`config.mk`:
```
export PLATFORM = sky130hd
export DESIGN_NAME = wlan_ie_tlv_parser_unit
export DESIGN_NICKNAME = d
export VERILOG_FILES = /design/src/hdl/wie_pkg.sv /design/src/hdl/wie_dp.sv /design/src/hdl/wie_ctrl.sv /design/src/hdl/wlan_ie_tlv_parser_unit.sv
export SDC_FILE = /design/constraint.sdc
export NUM_CORES = 1
export LEC_CHECK = 0
export ABC_AREA = 1
export BUFFER_PORTS_ARGS = -buffer_cell sky130_fd_sc_hd__buf_2
export CAP_MARGIN = 20
export CORE_UTILIZATION = 28
export DETAILED_ROUTE_END_ITERATION = 16
export PLACE_DENSITY = 0.52
export SYNTH_ARGS = -nofsm -noshare
export SYNTH_HDL_FRONTEND = slang
export SYNTH_SLANG_ARGS = --single-unit
```
`constraint.sdc`:
```
create_clock -name clock -period 9.9 [get_ports clock]
set_clock_uncertainty 0.05 [all_clocks]
set_input_delay 0.495 -clock clock [delete_from_list [all_inputs] [get_ports clock]]
set_output_delay 0.495 -clock clock [all_outputs]
set_load 0.03 [all_outputs]
```
`src/hdl/wie_pkg.sv`:
```
// shared types, constants and element id lookup for the information element parser
`default_nettype none

package wie_pkg;

   localparam int NUM_SLOTS = 10;
   localparam int SLOT_W    = 4;
   localparam int POS_W     = 11;
   localparam int LEN_W     = 8;
   localparam int BLEN_W    = 12;
   localparam int BYTE_W    = 8;

   localparam logic [SLOT_W-1:0] MIC_SLOT  = 4'd9;
   localparam logic [SLOT_W-1:0] LAST_SLOT = 4'd9;

   typedef enum logic [1:0] {
      CAUSE_EXHAUSTED = 2'd0,
      CAUSE_OVERRUN   = 2'd1,
      CAUSE_MIC       = 2'd2
   } wie_cause_type;

   // controller to datapath
   typedef struct packed {
      logic start;       // new buffer: load length, clear table
      logic step;        // one buffer byte consumed
      logic load_id;     // capture element id
      logic load_body;   // capture body length
      logic body_step;   // one body byte consumed
      logic record;      // write current element into its slot
      logic emit_next;   // advance slot read counter
   } wie_cmd_type;

   // datapath to controller
   typedef struct packed {
      logic start_short; // buffer too short for a header
      logic dec_short;   // fewer than two bytes left after this byte
      logic overrun;     // element length runs past the buffer end
      logic id_known;    // current id maps to a slot
      logic id_mic;      // current id is the mic element
      logic byte_zero;   // incoming byte is zero
      logic body_last;   // this is the last body byte
      logic slot_last;   // slot counter points at the last slot
   } wie_stat_type;

   typedef struct packed {
      logic              hit;
      logic [SLOT_W-1:0] idx;
   } wie_lookup_type;

   // published element numbers mapped to table slots
   function automatic wie_lookup_type slot_lookup(input logic [BYTE_W-1:0] id);
      wie_lookup_type r;
      r.hit = 1'b1;
      unique case (id)
         8'd1:    r.idx = 4'd0;
         8'd50:   r.idx = 4'd1;
         8'd48:   r.idx = 4'd2;
         8'd45:   r.idx = 4'd3;
         8'd61:   r.idx = 4'd4;
         8'd114:  r.idx = 4'd5;
         8'd117:  r.idx = 4'd6;
         8'd113:  r.idx = 4'd7;
         8'd139:  r.idx = 4'd8;
         8'd140:  r.idx = MIC_SLOT;
         default: begin
            r.hit = 1'b0;
            r.idx = 4'd0;
         end
      endcase
      return r;
   endfunction

endpackage

`default_nettype wire

```
`src/hdl/wie_dp.sv`:
```
// parser datapath: byte counters, current element, slot table and slot read counter
`default_nettype none

module wie_dp import wie_pkg::*; #(
   parameter int MAX_BUFFER_BYTES = 2048
) (
   input  wire logic              clock,
   input  wire logic              reset,
   input  wire wie_cmd_type       cmd,
   input  wire logic [BLEN_W-1:0] buffer_length,
   input  wire logic [BYTE_W-1:0] data_byte,
   output      wie_stat_type      stat,
   output      logic [SLOT_W-1:0] slot_index,
   output      logic              slot_present,
   output      logic [POS_W-1:0]  body_offset,
   output      logic [LEN_W-1:0]  body_length
);

   localparam int BL_W  = $clog2(MAX_BUFFER_BYTES + 1);
   localparam int CMP_W = (BL_W > BLEN_W) ? BL_W : BLEN_W;

   logic [BL_W-1:0]   bytes_left_ff, bytes_left_in;
   logic [POS_W-1:0]  pos_ff, pos_in;
   logic [BYTE_W-1:0] cur_id_ff, cur_id_in;
   logic [LEN_W-1:0]  body_left_ff, body_left_in;
   logic [SLOT_W-1:0] slot_cnt_ff, slot_cnt_in;

   logic              slot_valid_ff [NUM_SLOTS];
   logic [POS_W-1:0]  slot_offset_ff [NUM_SLOTS];
   logic [LEN_W-1:0]  slot_length_ff [NUM_SLOTS];

   logic [CMP_W-1:0]  blen_sat;
   logic [BL_W-1:0]   bl_dec;
   logic [POS_W-1:0]  pos_inc;
   wie_lookup_type    look;

   always_comb begin
      blen_sat = (CMP_W'(buffer_length) > CMP_W'(MAX_BUFFER_BYTES)) ?
                 CMP_W'(MAX_BUFFER_BYTES) : CMP_W'(buffer_length);
      bl_dec   = (bytes_left_ff != '0) ? bytes_left_ff - BL_W'(1) : '0;
      pos_inc  = pos_ff + POS_W'(1);
      look     = slot_lookup(cur_id_ff);

      stat.start_short = blen_sat < CMP_W'(2);
      stat.dec_short   = bl_dec < BL_W'(2);
      stat.overrun     = CMP_W'(data_byte) > CMP_W'(bl_dec);
      stat.id_known    = look.hit;
      stat.id_mic      = look.hit && (look.idx == MIC_SLOT);
      stat.byte_zero   = data_byte == '0;
      stat.body_last   = body_left_ff == LEN_W'(1);
      stat.slot_last   = slot_cnt_ff == LAST_SLOT;

      bytes_left_in = bytes_left_ff;
      pos_in        = pos_ff;
      cur_id_in     = cur_id_ff;
      body_left_in  = body_left_ff;
      slot_cnt_in   = slot_cnt_ff;

      if (cmd.start) begin
         bytes_left_in = blen_sat[BL_W-1:0];
         pos_in        = '0;
         cur_id_in     = '0;
         body_left_in  = '0;
      end
      if (cmd.step) begin
         bytes_left_in = bl_dec;
         pos_in        = pos_inc;
      end
      if (cmd.load_id)   cur_id_in    = data_byte;
      if (cmd.load_body) body_left_in = data_byte;
      if (cmd.body_step) body_left_in = body_left_ff - LEN_W'(1);
      if (cmd.emit_next) slot_cnt_in  = stat.slot_last ? '0 : slot_cnt_ff + SLOT_W'(1);
   end

   always_ff @(posedge clock) begin
      if (reset) begin
         bytes_left_ff <= '0;
         pos_ff        <= '0;
         cur_id_ff     <= '0;
         body_left_ff  <= '0;
         slot_cnt_ff   <= '0;
      end else begin
         bytes_left_ff <= bytes_left_in;
         pos_ff        <= pos_in;
         cur_id_ff     <= cur_id_in;
         body_left_ff  <= body_left_in;
         slot_cnt_ff   <= slot_cnt_in;
      end
   end

   // slot table: valid bits cleared by reset and start, payload only written
   always_ff @(posedge clock) begin
      if (reset) begin
         for (int i = 0; i < NUM_SLOTS; i++) slot_valid_ff[i] <= 1'b0;
      end else if (cmd.start) begin
         for (int i = 0; i < NUM_SLOTS; i++) slot_valid_ff[i] <= 1'b0;
      end else if (cmd.record && look.hit) begin
         slot_valid_ff[look.idx] <= 1'b1;
      end
   end

   always_ff @(posedge clock) begin
      if (cmd.record && look.hit) begin
         slot_offset_ff[look.idx] <= pos_inc;
         slot_length_ff[look.idx] <= data_byte;
      end
   end

   always_comb begin
      slot_index   = slot_cnt_ff;
      slot_present = slot_valid_ff[slot_cnt_ff];
      body_offset  = slot_present ? slot_offset_ff[slot_cnt_ff] : '0;
      body_length  = slot_present ? slot_length_ff[slot_cnt_ff] : '0;
   end

endmodule

`default_nettype wire

```
`src/hdl/wie_ctrl.sv`:
```
// parser controller: element phase walk and table dump sequencing
`default_nettype none

module wie_ctrl import wie_pkg::*; (
   input  wire logic         clock,
   input  wire logic         reset,
   input  wire logic         req_valid,
   input  wire logic         req_mode,
   input  wire logic         rsp_ready,
   input  wire wie_stat_type stat,
   output      wie_cmd_type  cmd,
   output      logic         req_ready,
   output      logic         rsp_valid,
   output      logic [1:0]   end_cause
);

   typedef enum logic [2:0] {
      ST_ID,
      ST_LEN,
      ST_BODY,
      ST_DONE,
      ST_EMIT
   } state_type;

   state_type     state_ff, state_in;
   wie_cause_type cause_ff, cause_in;
   logic          req_ready_ff, rsp_valid_ff;
   logic          take;

   assign take = req_valid && req_ready_ff;

   always_comb begin
      state_in = state_ff;
      cause_in = cause_ff;
      cmd      = '0;

      if (take && !req_mode) begin
         cmd.start = 1'b1;
         if (stat.start_short) begin
            state_in = ST_EMIT;
            cause_in = CAUSE_EXHAUSTED;
         end else begin
            state_in = ST_ID;
         end
      end else begin
         unique case (state_ff)
            ST_ID: begin
               if (take) begin
                  cmd.step    = 1'b1;
                  cmd.load_id = 1'b1;
                  state_in    = ST_LEN;
               end
            end
            ST_LEN: begin
               if (take) begin
                  cmd.step = 1'b1;
                  if (stat.overrun) begin
                     state_in = ST_EMIT;
                     cause_in = CAUSE_OVERRUN;
                  end else if (stat.id_mic) begin
                     cmd.record = 1'b1;
                     state_in   = ST_EMIT;
                     cause_in   = CAUSE_MIC;
                  end else begin
                     cmd.record = stat.id_known;
                     if (!stat.byte_zero) begin
                        cmd.load_body = 1'b1;
                        state_in      = ST_BODY;
                     end else if (stat.dec_short) begin
                        state_in = ST_EMIT;
                        cause_in = CAUSE_EXHAUSTED;
                     end else begin
                        state_in = ST_ID;
                     end
                  end
               end
            end
            ST_BODY: begin
               if (take) begin
                  cmd.step      = 1'b1;
                  cmd.body_step = 1'b1;
                  if (stat.body_last) begin
                     if (stat.dec_short) begin
                        state_in = ST_EMIT;
                        cause_in = CAUSE_EXHAUSTED;
                     end else begin
                        state_in = ST_ID;
                     end
                  end
               end
            end
            ST_DONE: begin
               // data bytes are taken and dropped
            end
            ST_EMIT: begin
               if (rsp_ready) begin
                  cmd.emit_next = 1'b1;
                  if (stat.slot_last) state_in = ST_DONE;
               end
            end
            default: state_in = ST_DONE;
         endcase
      end
   end

   always_ff @(posedge clock) begin
      if (reset) begin
         state_ff     <= ST_DONE;
         cause_ff     <= CAUSE_EXHAUSTED;
         req_ready_ff <= 1'b1;
         rsp_valid_ff <= 1'b0;
      end else begin
         state_ff     <= state_in;
         cause_ff     <= cause_in;
         req_ready_ff <= state_in != ST_EMIT;
         rsp_valid_ff <= state_in == ST_EMIT;
      end
   end

   assign req_ready = req_ready_ff;
   assign rsp_valid = rsp_valid_ff;
   assign end_cause = cause_ff;

endmodule

`default_nettype wire

```
`src/hdl/wlan_ie_tlv_parser_unit.sv`:
```
// top level of the 802.11 information element parser
`default_nettype none

// walks a buffer of 802.11 information elements (id byte, length byte, body)
// fed one byte per item. a start item (mode 0) loads the buffer length,
// saturated to MAX_BUFFER_BYTES, and clears the ten-slot table; data items
// (mode 1) bring the buffer bytes. known element ids record body offset and
// length in their slot, a repeat of an id overwrites it. parsing ends when
// fewer than two bytes remain for a header, when an element length overruns
// the buffer, or when a mic element is recorded; the block then sends ten
// result items, slots 0 to 9 in order, with the same end cause on each and
// last_slot on slot 9. while parsing, and after the end, one input item is
// taken every cycle. during the dump no input item is taken: the dump moves
// to the next slot whenever a result item is taken with rsp_ready high, as
// the slot table has a single read port walked by a slot counter. data items
// after the end of a parse are taken and dropped until the next start item.
module wlan_ie_tlv_parser_unit import wie_pkg::*; #(
   parameter int MAX_BUFFER_BYTES = 2048
) (
   input  wire logic              clock,
   input  wire logic              reset,
   input  wire logic              req_valid,
   output      logic              req_ready,
   input  wire logic              req_mode,
   input  wire logic [BLEN_W-1:0] req_buffer_length,
   input  wire logic [BYTE_W-1:0] req_data_byte,
   output      logic              rsp_valid,
   input  wire logic              rsp_ready,
   output      logic [SLOT_W-1:0] rsp_slot_index,
   output      logic              rsp_slot_present,
   output      logic [POS_W-1:0]  rsp_body_offset,
   output      logic [LEN_W-1:0]  rsp_body_length,
   output      logic [1:0]        rsp_end_cause,
   output      logic              rsp_last_slot
);

   wie_cmd_type  cmd;
   wie_stat_type stat;

   // phase walk and dump sequencing
   wie_ctrl u_ctrl (
      .clock     (clock),
      .reset     (reset),
      .req_valid (req_valid),
      .req_mode  (req_mode),
      .rsp_ready (rsp_ready),
      .stat      (stat),
      .cmd       (cmd),
      .req_ready (req_ready),
      .rsp_valid (rsp_valid),
      .end_cause (rsp_end_cause)
   );

   // counters and slot table
   wie_dp #(
      .MAX_BUFFER_BYTES (MAX_BUFFER_BYTES)
   ) u_dp (
      .clock         (clock),
      .reset         (reset),
      .cmd           (cmd),
      .buffer_length (req_buffer_length),
      .data_byte     (req_data_byte),
      .stat          (stat),
      .slot_index    (rsp_slot_index),
      .slot_present  (rsp_slot_present),
      .body_offset   (rsp_body_offset),
      .body_length   (rsp_body_length)
   );

   assign rsp_last_slot = stat.slot_last;

   // no input item is taken during the dump
   a_no_take_in_dump: assert property (@(posedge clock) disable iff (reset)
      rsp_valid |-> !req_ready)
      else $error("input taken during table dump");

   // dump stops after the last slot
   a_dump_ends: assert property (@(posedge clock) disable iff (reset)
      rsp_valid && rsp_ready && rsp_last_slot |=> !rsp_valid)
      else $error("dump continued past last slot");

   // slots go out in order
   a_slot_order: assert property (@(posedge clock) disable iff (reset)
      rsp_valid && rsp_ready && !rsp_last_slot |=>
         rsp_valid && (rsp_slot_index == $past(rsp_slot_index) + 4'd1))
      else $error("slot sequence broken");

   // an empty slot reports zero offset and length
   a_empty_slot: assert property (@(posedge clock) disable iff (reset)
      rsp_valid && !rsp_slot_present |-> rsp_body_offset == '0 && rsp_body_length == '0)
      else $error("empty slot carries data");

endmodule

`default_nettype wire

```
## Word level (Yosys, flattened, before mapping)

Memories as Yosys holds them, arrays and structs flattened. A register that Yosys moved wholly into a read port is not among the register bits.
Cells that the tools add are included.

- Memories kept: 3
- Bits in registers: 50
- Logic and storage cells: 155
- Memory bits (writable): 200

- Multiplexer cells: 85
- Reductions and logical operators: 16
- Eq/ne operators: 24
- Magnitude comparators: 4
- $add $sub $neg: 4
- Bitwise gates (word level): 10

Memories:

| memory | words | width | read ports | clocked after memory_dff | write ports | line | source |
|---|---|---|---|---|---|---|---|
| u_dp.slot_offset_ff | 10 | 11 | 1 | 1 | 1 | wie_dp.sv:29 | `logic [POS_W-1:0] slot_offset_ff [NUM_SLOTS];` |
| u_dp.slot_length_ff | 10 | 8 | 1 | 1 | 1 | wie_dp.sv:30 | `logic [LEN_W-1:0] slot_length_ff [NUM_SLOTS];` |
| u_dp.slot_valid_ff | 10 | 1 | 1 | 1 | 10 | wie_dp.sv:28 | `logic slot_valid_ff [NUM_SLOTS];` |

Operators with widths:

| cell | count |
|---|---|
| $mux 12 | 4 |
| $mux 8 | 5 |
| $mux 1 | 38 |
| $mux 3 | 12 |
| $pmux 4 s9 | 1 |
| $mux 11 | 3 |
| $eq 8x6->1 const B | 4 |
| $mux 4 | 8 |
| $eq 8x7->1 const B | 3 |
| $lt 12x2->1 const B | 2 |
| $mux 2 | 10 |
| $eq 8x1->1 const B | 2 |
| $eq 8x8->1 const B | 2 |
| $pmux 3 s5 | 1 |
| $gt 12x12->1 const B | 1 |
| $gt 8x12->1 | 1 |
| $reduce_bool 12->1 | 1 |
| $sub 12x1->12 const B | 1 |
| $add 11x1->11 const B | 1 |
| $or 1x1->1 | 10 |
| $reduce_or 10->1 | 1 |
| $eq 4x4->1 const B | 2 |
| $logic_not 8->1 | 1 |
| $sub 8x1->8 const B | 1 |
| 20 further kinds | 28 |

## Longest topological paths before layout

- Word-level depth: 16
- Gate-level depth with buffers: 23

## Modules after synthesis

From an unflattened synthesis, not the netlist that was laid out.

- Cell total of the unflattened synthesis: 1224
- Area, all modules: 11801.3 um^2

Modules (own cells, without submodules):

| module | times used | sequential area each (um^2) | area an instance (um^2) | cells an instance |
|---|---|---|---|---|
| wie_dp | 1 | 6966.7 | 11260.8 | 1132 |
| wie_ctrl | 1 | 140.1 | 540.5 | 92 |

## Least setup slack after synthesis

No wires, ideal clock.

- Path type: reg2reg
- Start point: register u_dp.bytes_left_ff[0]
- End point: memory u_dp.slot_length_ff[2][0] (enable)
- Data arrival time: 3.042 ns
- Stages on the path, launching flop included: 16
- Required time: 9.454 ns
- Clock period less this slack: 3.488 ns
- Path slack: 6.412 ns
- Cell sequence: dfxtp_1 -> inv_1 -> ha_1 -> nand2_1 -> nor2_4 -> nand2_4 -> buf_6 -> nand3_1 -> ha_1 -> nand2_1 -> nor2_1 -> nand4_1 -> a21boi_0 -> nand4_4 -> nand4_1 -> nor2_1

- Cells in the longest elaborated chain, start to end: 10

RTL lines:

| what | line | source |
|---|---|---|
| from (decl) | wie_dp.sv:22 | `logic [BL_W-1:0] bytes_left_ff, bytes_left_in;` |
| from (signal assigned) | wie_dp.sv:83 | `bytes_left_ff <= bytes_left_in;` |
| $sub 12x1->12 or $reduce_bool 12->1 (tied branches) | wie_dp.sv:40 | `bl_dec = (bytes_left_ff != '0) ? bytes_left_ff - BL_W'(1) : '0;` |
| $mux 12 (*) | wie_dp.sv:40 |  |
| $gt 8x12->1 (*) | wie_dp.sv:46 | `stat.overrun = CMP_W'(data_byte) > CMP_W'(bl_dec);` |
| $mux 1 (*) | wie_ctrl.sv:57 | `if (stat.overrun) begin` |
| $mux 1 (*) | wie_ctrl.sv:55 | `if (take) begin` |
| $mux 1 (*) | wie_ctrl.sv:46 | `unique case (state_ff)` |
| $mux 6 (*) | wie_ctrl.sv:37 | `if (take && !req_mode) begin` |
| $logic_and 1x1->1 (*) | wie_dp.sv:103 | `if (cmd.record && look.hit) begin` |
| $mux 1 (*) | wie_dp.sv:103 |  |
| $mux 1 (implied by the code) (*) | wie_dp.sv:105 | `slot_length_ff[look.idx] <= data_byte;` |
| to (decl) | wie_dp.sv:30 |  |

Mark *: on every way between the ends. The rest lies on a longest branch, timed or not.

==> reports/results.ini <==
[outcome]
status=complete, no violations

[synthesis]
synth-edff-count=190
postSynthAreaPerCell_sq_um=9.502
yosys-top-cells-count=200 x nor2_1, 190 x edfxtp_1, 175 x nand2_1, 141 x o21ai_0, 129 x inv_1
synthFlopType=edfxtp_1
syn_area_sq_mm=0.01179
syn_inst=1241
synth_cell_types=42
synthArstFlopShare_pct=0
ys_seq_area_share_pct=60.27
yosys.area.top_type=edfxtp_1
synth.area.top_cells=edfxtp_1 48%, dfxtp_1 12%, nor2_1 6.4%, o21ai_0 6.0%, nand2_1 5.6%
syn-num-nets=1279
ys_warn_count=0
synth-seq-cells=260
netlist.area_leader.share_pct=48.38
synthMostInstantiatedCell=nor2_1

[worst_setup_path]
cpPeakStageDelay_ps=650
path_cells=inv_2 -> buf_4 -> nor2_1 -> o21ai_0 -> nor2_1 -> o31ai_4 -> buf_4 -> nand2_1 -> inv_1 -> buf_2
r2r_cells=15
worstPathArrival_ps=3680
crit_type=reg2out
crit_path_end_kind=primary output
reg2reg_from=u_dp.bytes_left_ff[0]$_SDFFE_PP0P_
slowest_stage=buf_4
rr_endpoint=u_dp.slot_offset_ff[1][1]$_DFFE_PP_
start_kind=register
cp_data_required_time_ps=9360
r2r_slack_ps=6180
crit_path_max_fanout=65

[pwr]
power_frac_clock_pct=41.7
powerDensity_mw_per_mm2=182.2
intPower_mw=1.851
comb_power_share_pct=10.3
power_switching_mw=0.6278
seqPwrFrac_pct=48.0
switching_share_pct=25.33
ir_drop_v=0.0001134
p_leak_nw=5.333

[hold_path]
hold_class=in2reg
worstHoldStart=req_buffer_length[10]
hold_path_end=u_dp.bytes_left_ff[10]$_SDFFE_PP0P_
whs_path_depth=3

[route]
dr_wl_met2_microns=14310
wl_met3_microns=1632
post_drt_wl_per_cell_microns=16.89
avgViaCountPerCell=4.821
drt-total-wl_microns=30950
drcViolationCount=0
dr.max_layer_used=met4
drtIter0Drc=523
postRouteAntennaNets=0
route.vias.total=8837
dr.pass1.iters=5
drt-met1-wl_microns=14390

[global_routing]
grt_overflow=0
antenna_found_initial=1
grt_usage_pct=14.40
grt_pass1_wl_microns=48800
first_global_vias=8576
grt_max_degree=80

[sta]
final-setup-viol-count=0
grt_setup_unrepaired=false
final.setup.tns_ps=0
fmax_mhz=236.6
slew_headroom_pct=34.69
post-route-period-util_pct=42.69
period_needed_ps=4226
tightest_slew_ps=976.3
drv_slew=0
whs_ps=156.2
hold_viol=0

[clock_network]
clkLatencyLatePin_ps=560
cts-root-buf=clkbuf_16
cts_tree=built
cts.sinks=260
hold_buffers=0
cts_htree_levels=1
cts_buffers=28
clockBufferDepth=3
path_clk_slew_ps=60
cts-resized-gates=0
cts_setup_buffers=0

[floorplan]
io_pins=54
die_area_sq_mm=0.04294
core_area_sq_mm=0.04120
initial_core_util_pct=28.62
fp.dieW_microns=207.2
die_y_microns=207.2
rows=74

[layout]
finish.utilization_pct=33.01
layout-drive-gt1-share_pct=11.99
area_growth_pct=15.34
layout.nets=1319
antennaDiodeCount=0

[place]
hpwl_microns=19610
port_buffers=53
gp_congestion=0.8874

[flow_run]
maxCapViolCount=0

==> logic make-up (layout without fill, tap and decap cells) <==
family / count (synthesis) / count (layout) / synth area share [%]
flip-flops: 260 / 260 / 60.27
adder cells (fa/ha/maj): 13 / 13 / 1.379
AO/OA/AOI/OAI: 265 / 265 / 12.79
buffers and inverters: 195 / 255 / 6.451
AND/OR/NAND/NOR: 496 / 496 / 18.23
XOR/XNOR: 12 / 12 / 0.8912
==> metrics by stage <==
stage	instances	area, sq um	setup slack (ps)	power [mW]
after global placement	1778	12600	5993	1.466
after global routing	1833	13600	5333	2.581
after floorplan	1241	11790	6412	1.406
after detailed placement	1782	12670	6013	1.467
final	1833	13600	5674	2.479
after CTS	1832	13570	5592	2.502
==> worst max path at each step <==
stage,depth (start not counted),slack [ps],endpoint,from
final,10,5670,rsp_body_offset[8],register
after global routing,10,5330,rsp_body_offset[1],register
after CTS,10,5590,rsp_body_offset[4],register
after detailed placement,15,6010,u_dp.slot_offset_ff[8][9]$_DFFE_PP_,u_dp.bytes_left_ff[0]$_SDFFE_PP0P_
after global placement,14,5990,u_dp.slot_offset_ff[6][3]$_DFFE_PP_,u_dp.bytes_left_ff[0]$_SDFFE_PP0P_
after floorplan,15,6410,u_dp.slot_length_ff[2][0]$_DFFE_PP_,u_dp.bytes_left_ff[0]$_SDFFE_PP0P_
==> registers in the layout, indices dropped and copies added, names as in the netlist, 4 cells and up, named ones only <==
| name | flops |
|---|---|
| u_dp.bytes_left_ff | 12 |
| u_dp.slot_length_ff | 80 |
| u_dp.body_left_ff | 8 |
| u_dp.slot_index | 4 |
| u_dp.slot_valid_ff | 16 |
| u_dp.slot_offset_ff | 110 |
| u_dp.cur_id_ff | 8 |
| u_dp.pos_ff | 11 |
==> area by class of cell <==
cell class                      count  area, sq um
Fill cell                        4198        27600
Sequential cell                   260         7111
Multi-Input combinational cell    786         3959
Clock buffer                       31        711.9
Tap cell                          532        665.6
Inverter                          134        503.0
Timing Repair Buffer               71        462.9
Clock inverter                     19        188.9
==> per-layer routing <==
layer  GRT usage, %  up-vias
li1               -     4350
met1          19.37     4239
met2          23.59      209
met3          2.874       39
met4          3.809        0
met5              0        -
==> cells in the final DEF (no fill, tap or decap), drive strengths merged <==
cell type / Yosys / routed
nor2: 216 / 216
ha: 13 / 13
a21boi: 1 / 1
bufinv: 0 / 3
or2: 1 / 1
buf: 12 / 71
nand3: 55 / 55
a31o: 1 / 1
a31oi: 8 / 8
dfxtp: 70 / 70
o21ai: 143 / 143
nand2: 182 / 182
o21bai: 3 / 3
o211ai: 7 / 7
a21o: 1 / 1
clkinv: 3 / 19
and2: 1 / 1
o31ai: 2 / 2
inv: 131 / 131
a22oi: 1 / 1
nor4: 2 / 2
clkbuf: 49 / 31
a21oi: 37 / 37
a211oi: 1 / 1
o22ai: 39 / 39
edfxtp: 190 / 190
o221ai: 20 / 20
nor3: 12 / 12
o32ai: 1 / 1
nand3b: 3 / 3
xor2: 12 / 12
nand4: 24 / 24
==> power by group through the flow <==
stage          sequential (mW)  clock [mW]  combinational [mW]
2_1_floorplan             1.21           0               0.195
3_3_place_gp              1.21           0               0.254
3_5_place_dp              1.21           0               0.255
4_1_cts                   1.19        1.06               0.256
5_1_grt                   1.19        1.10               0.294
6_report                  1.19        1.03               0.256
==> critical path, delay by kind of cell (launching register included) <==
kind	cells	cell delay, ps
DFF	1	430
and+or+nand+nor	3	240
buffers and inverters	5	1680
AOI/OAI and AO/OA	2	740
(Power assumes the default switching activity.)
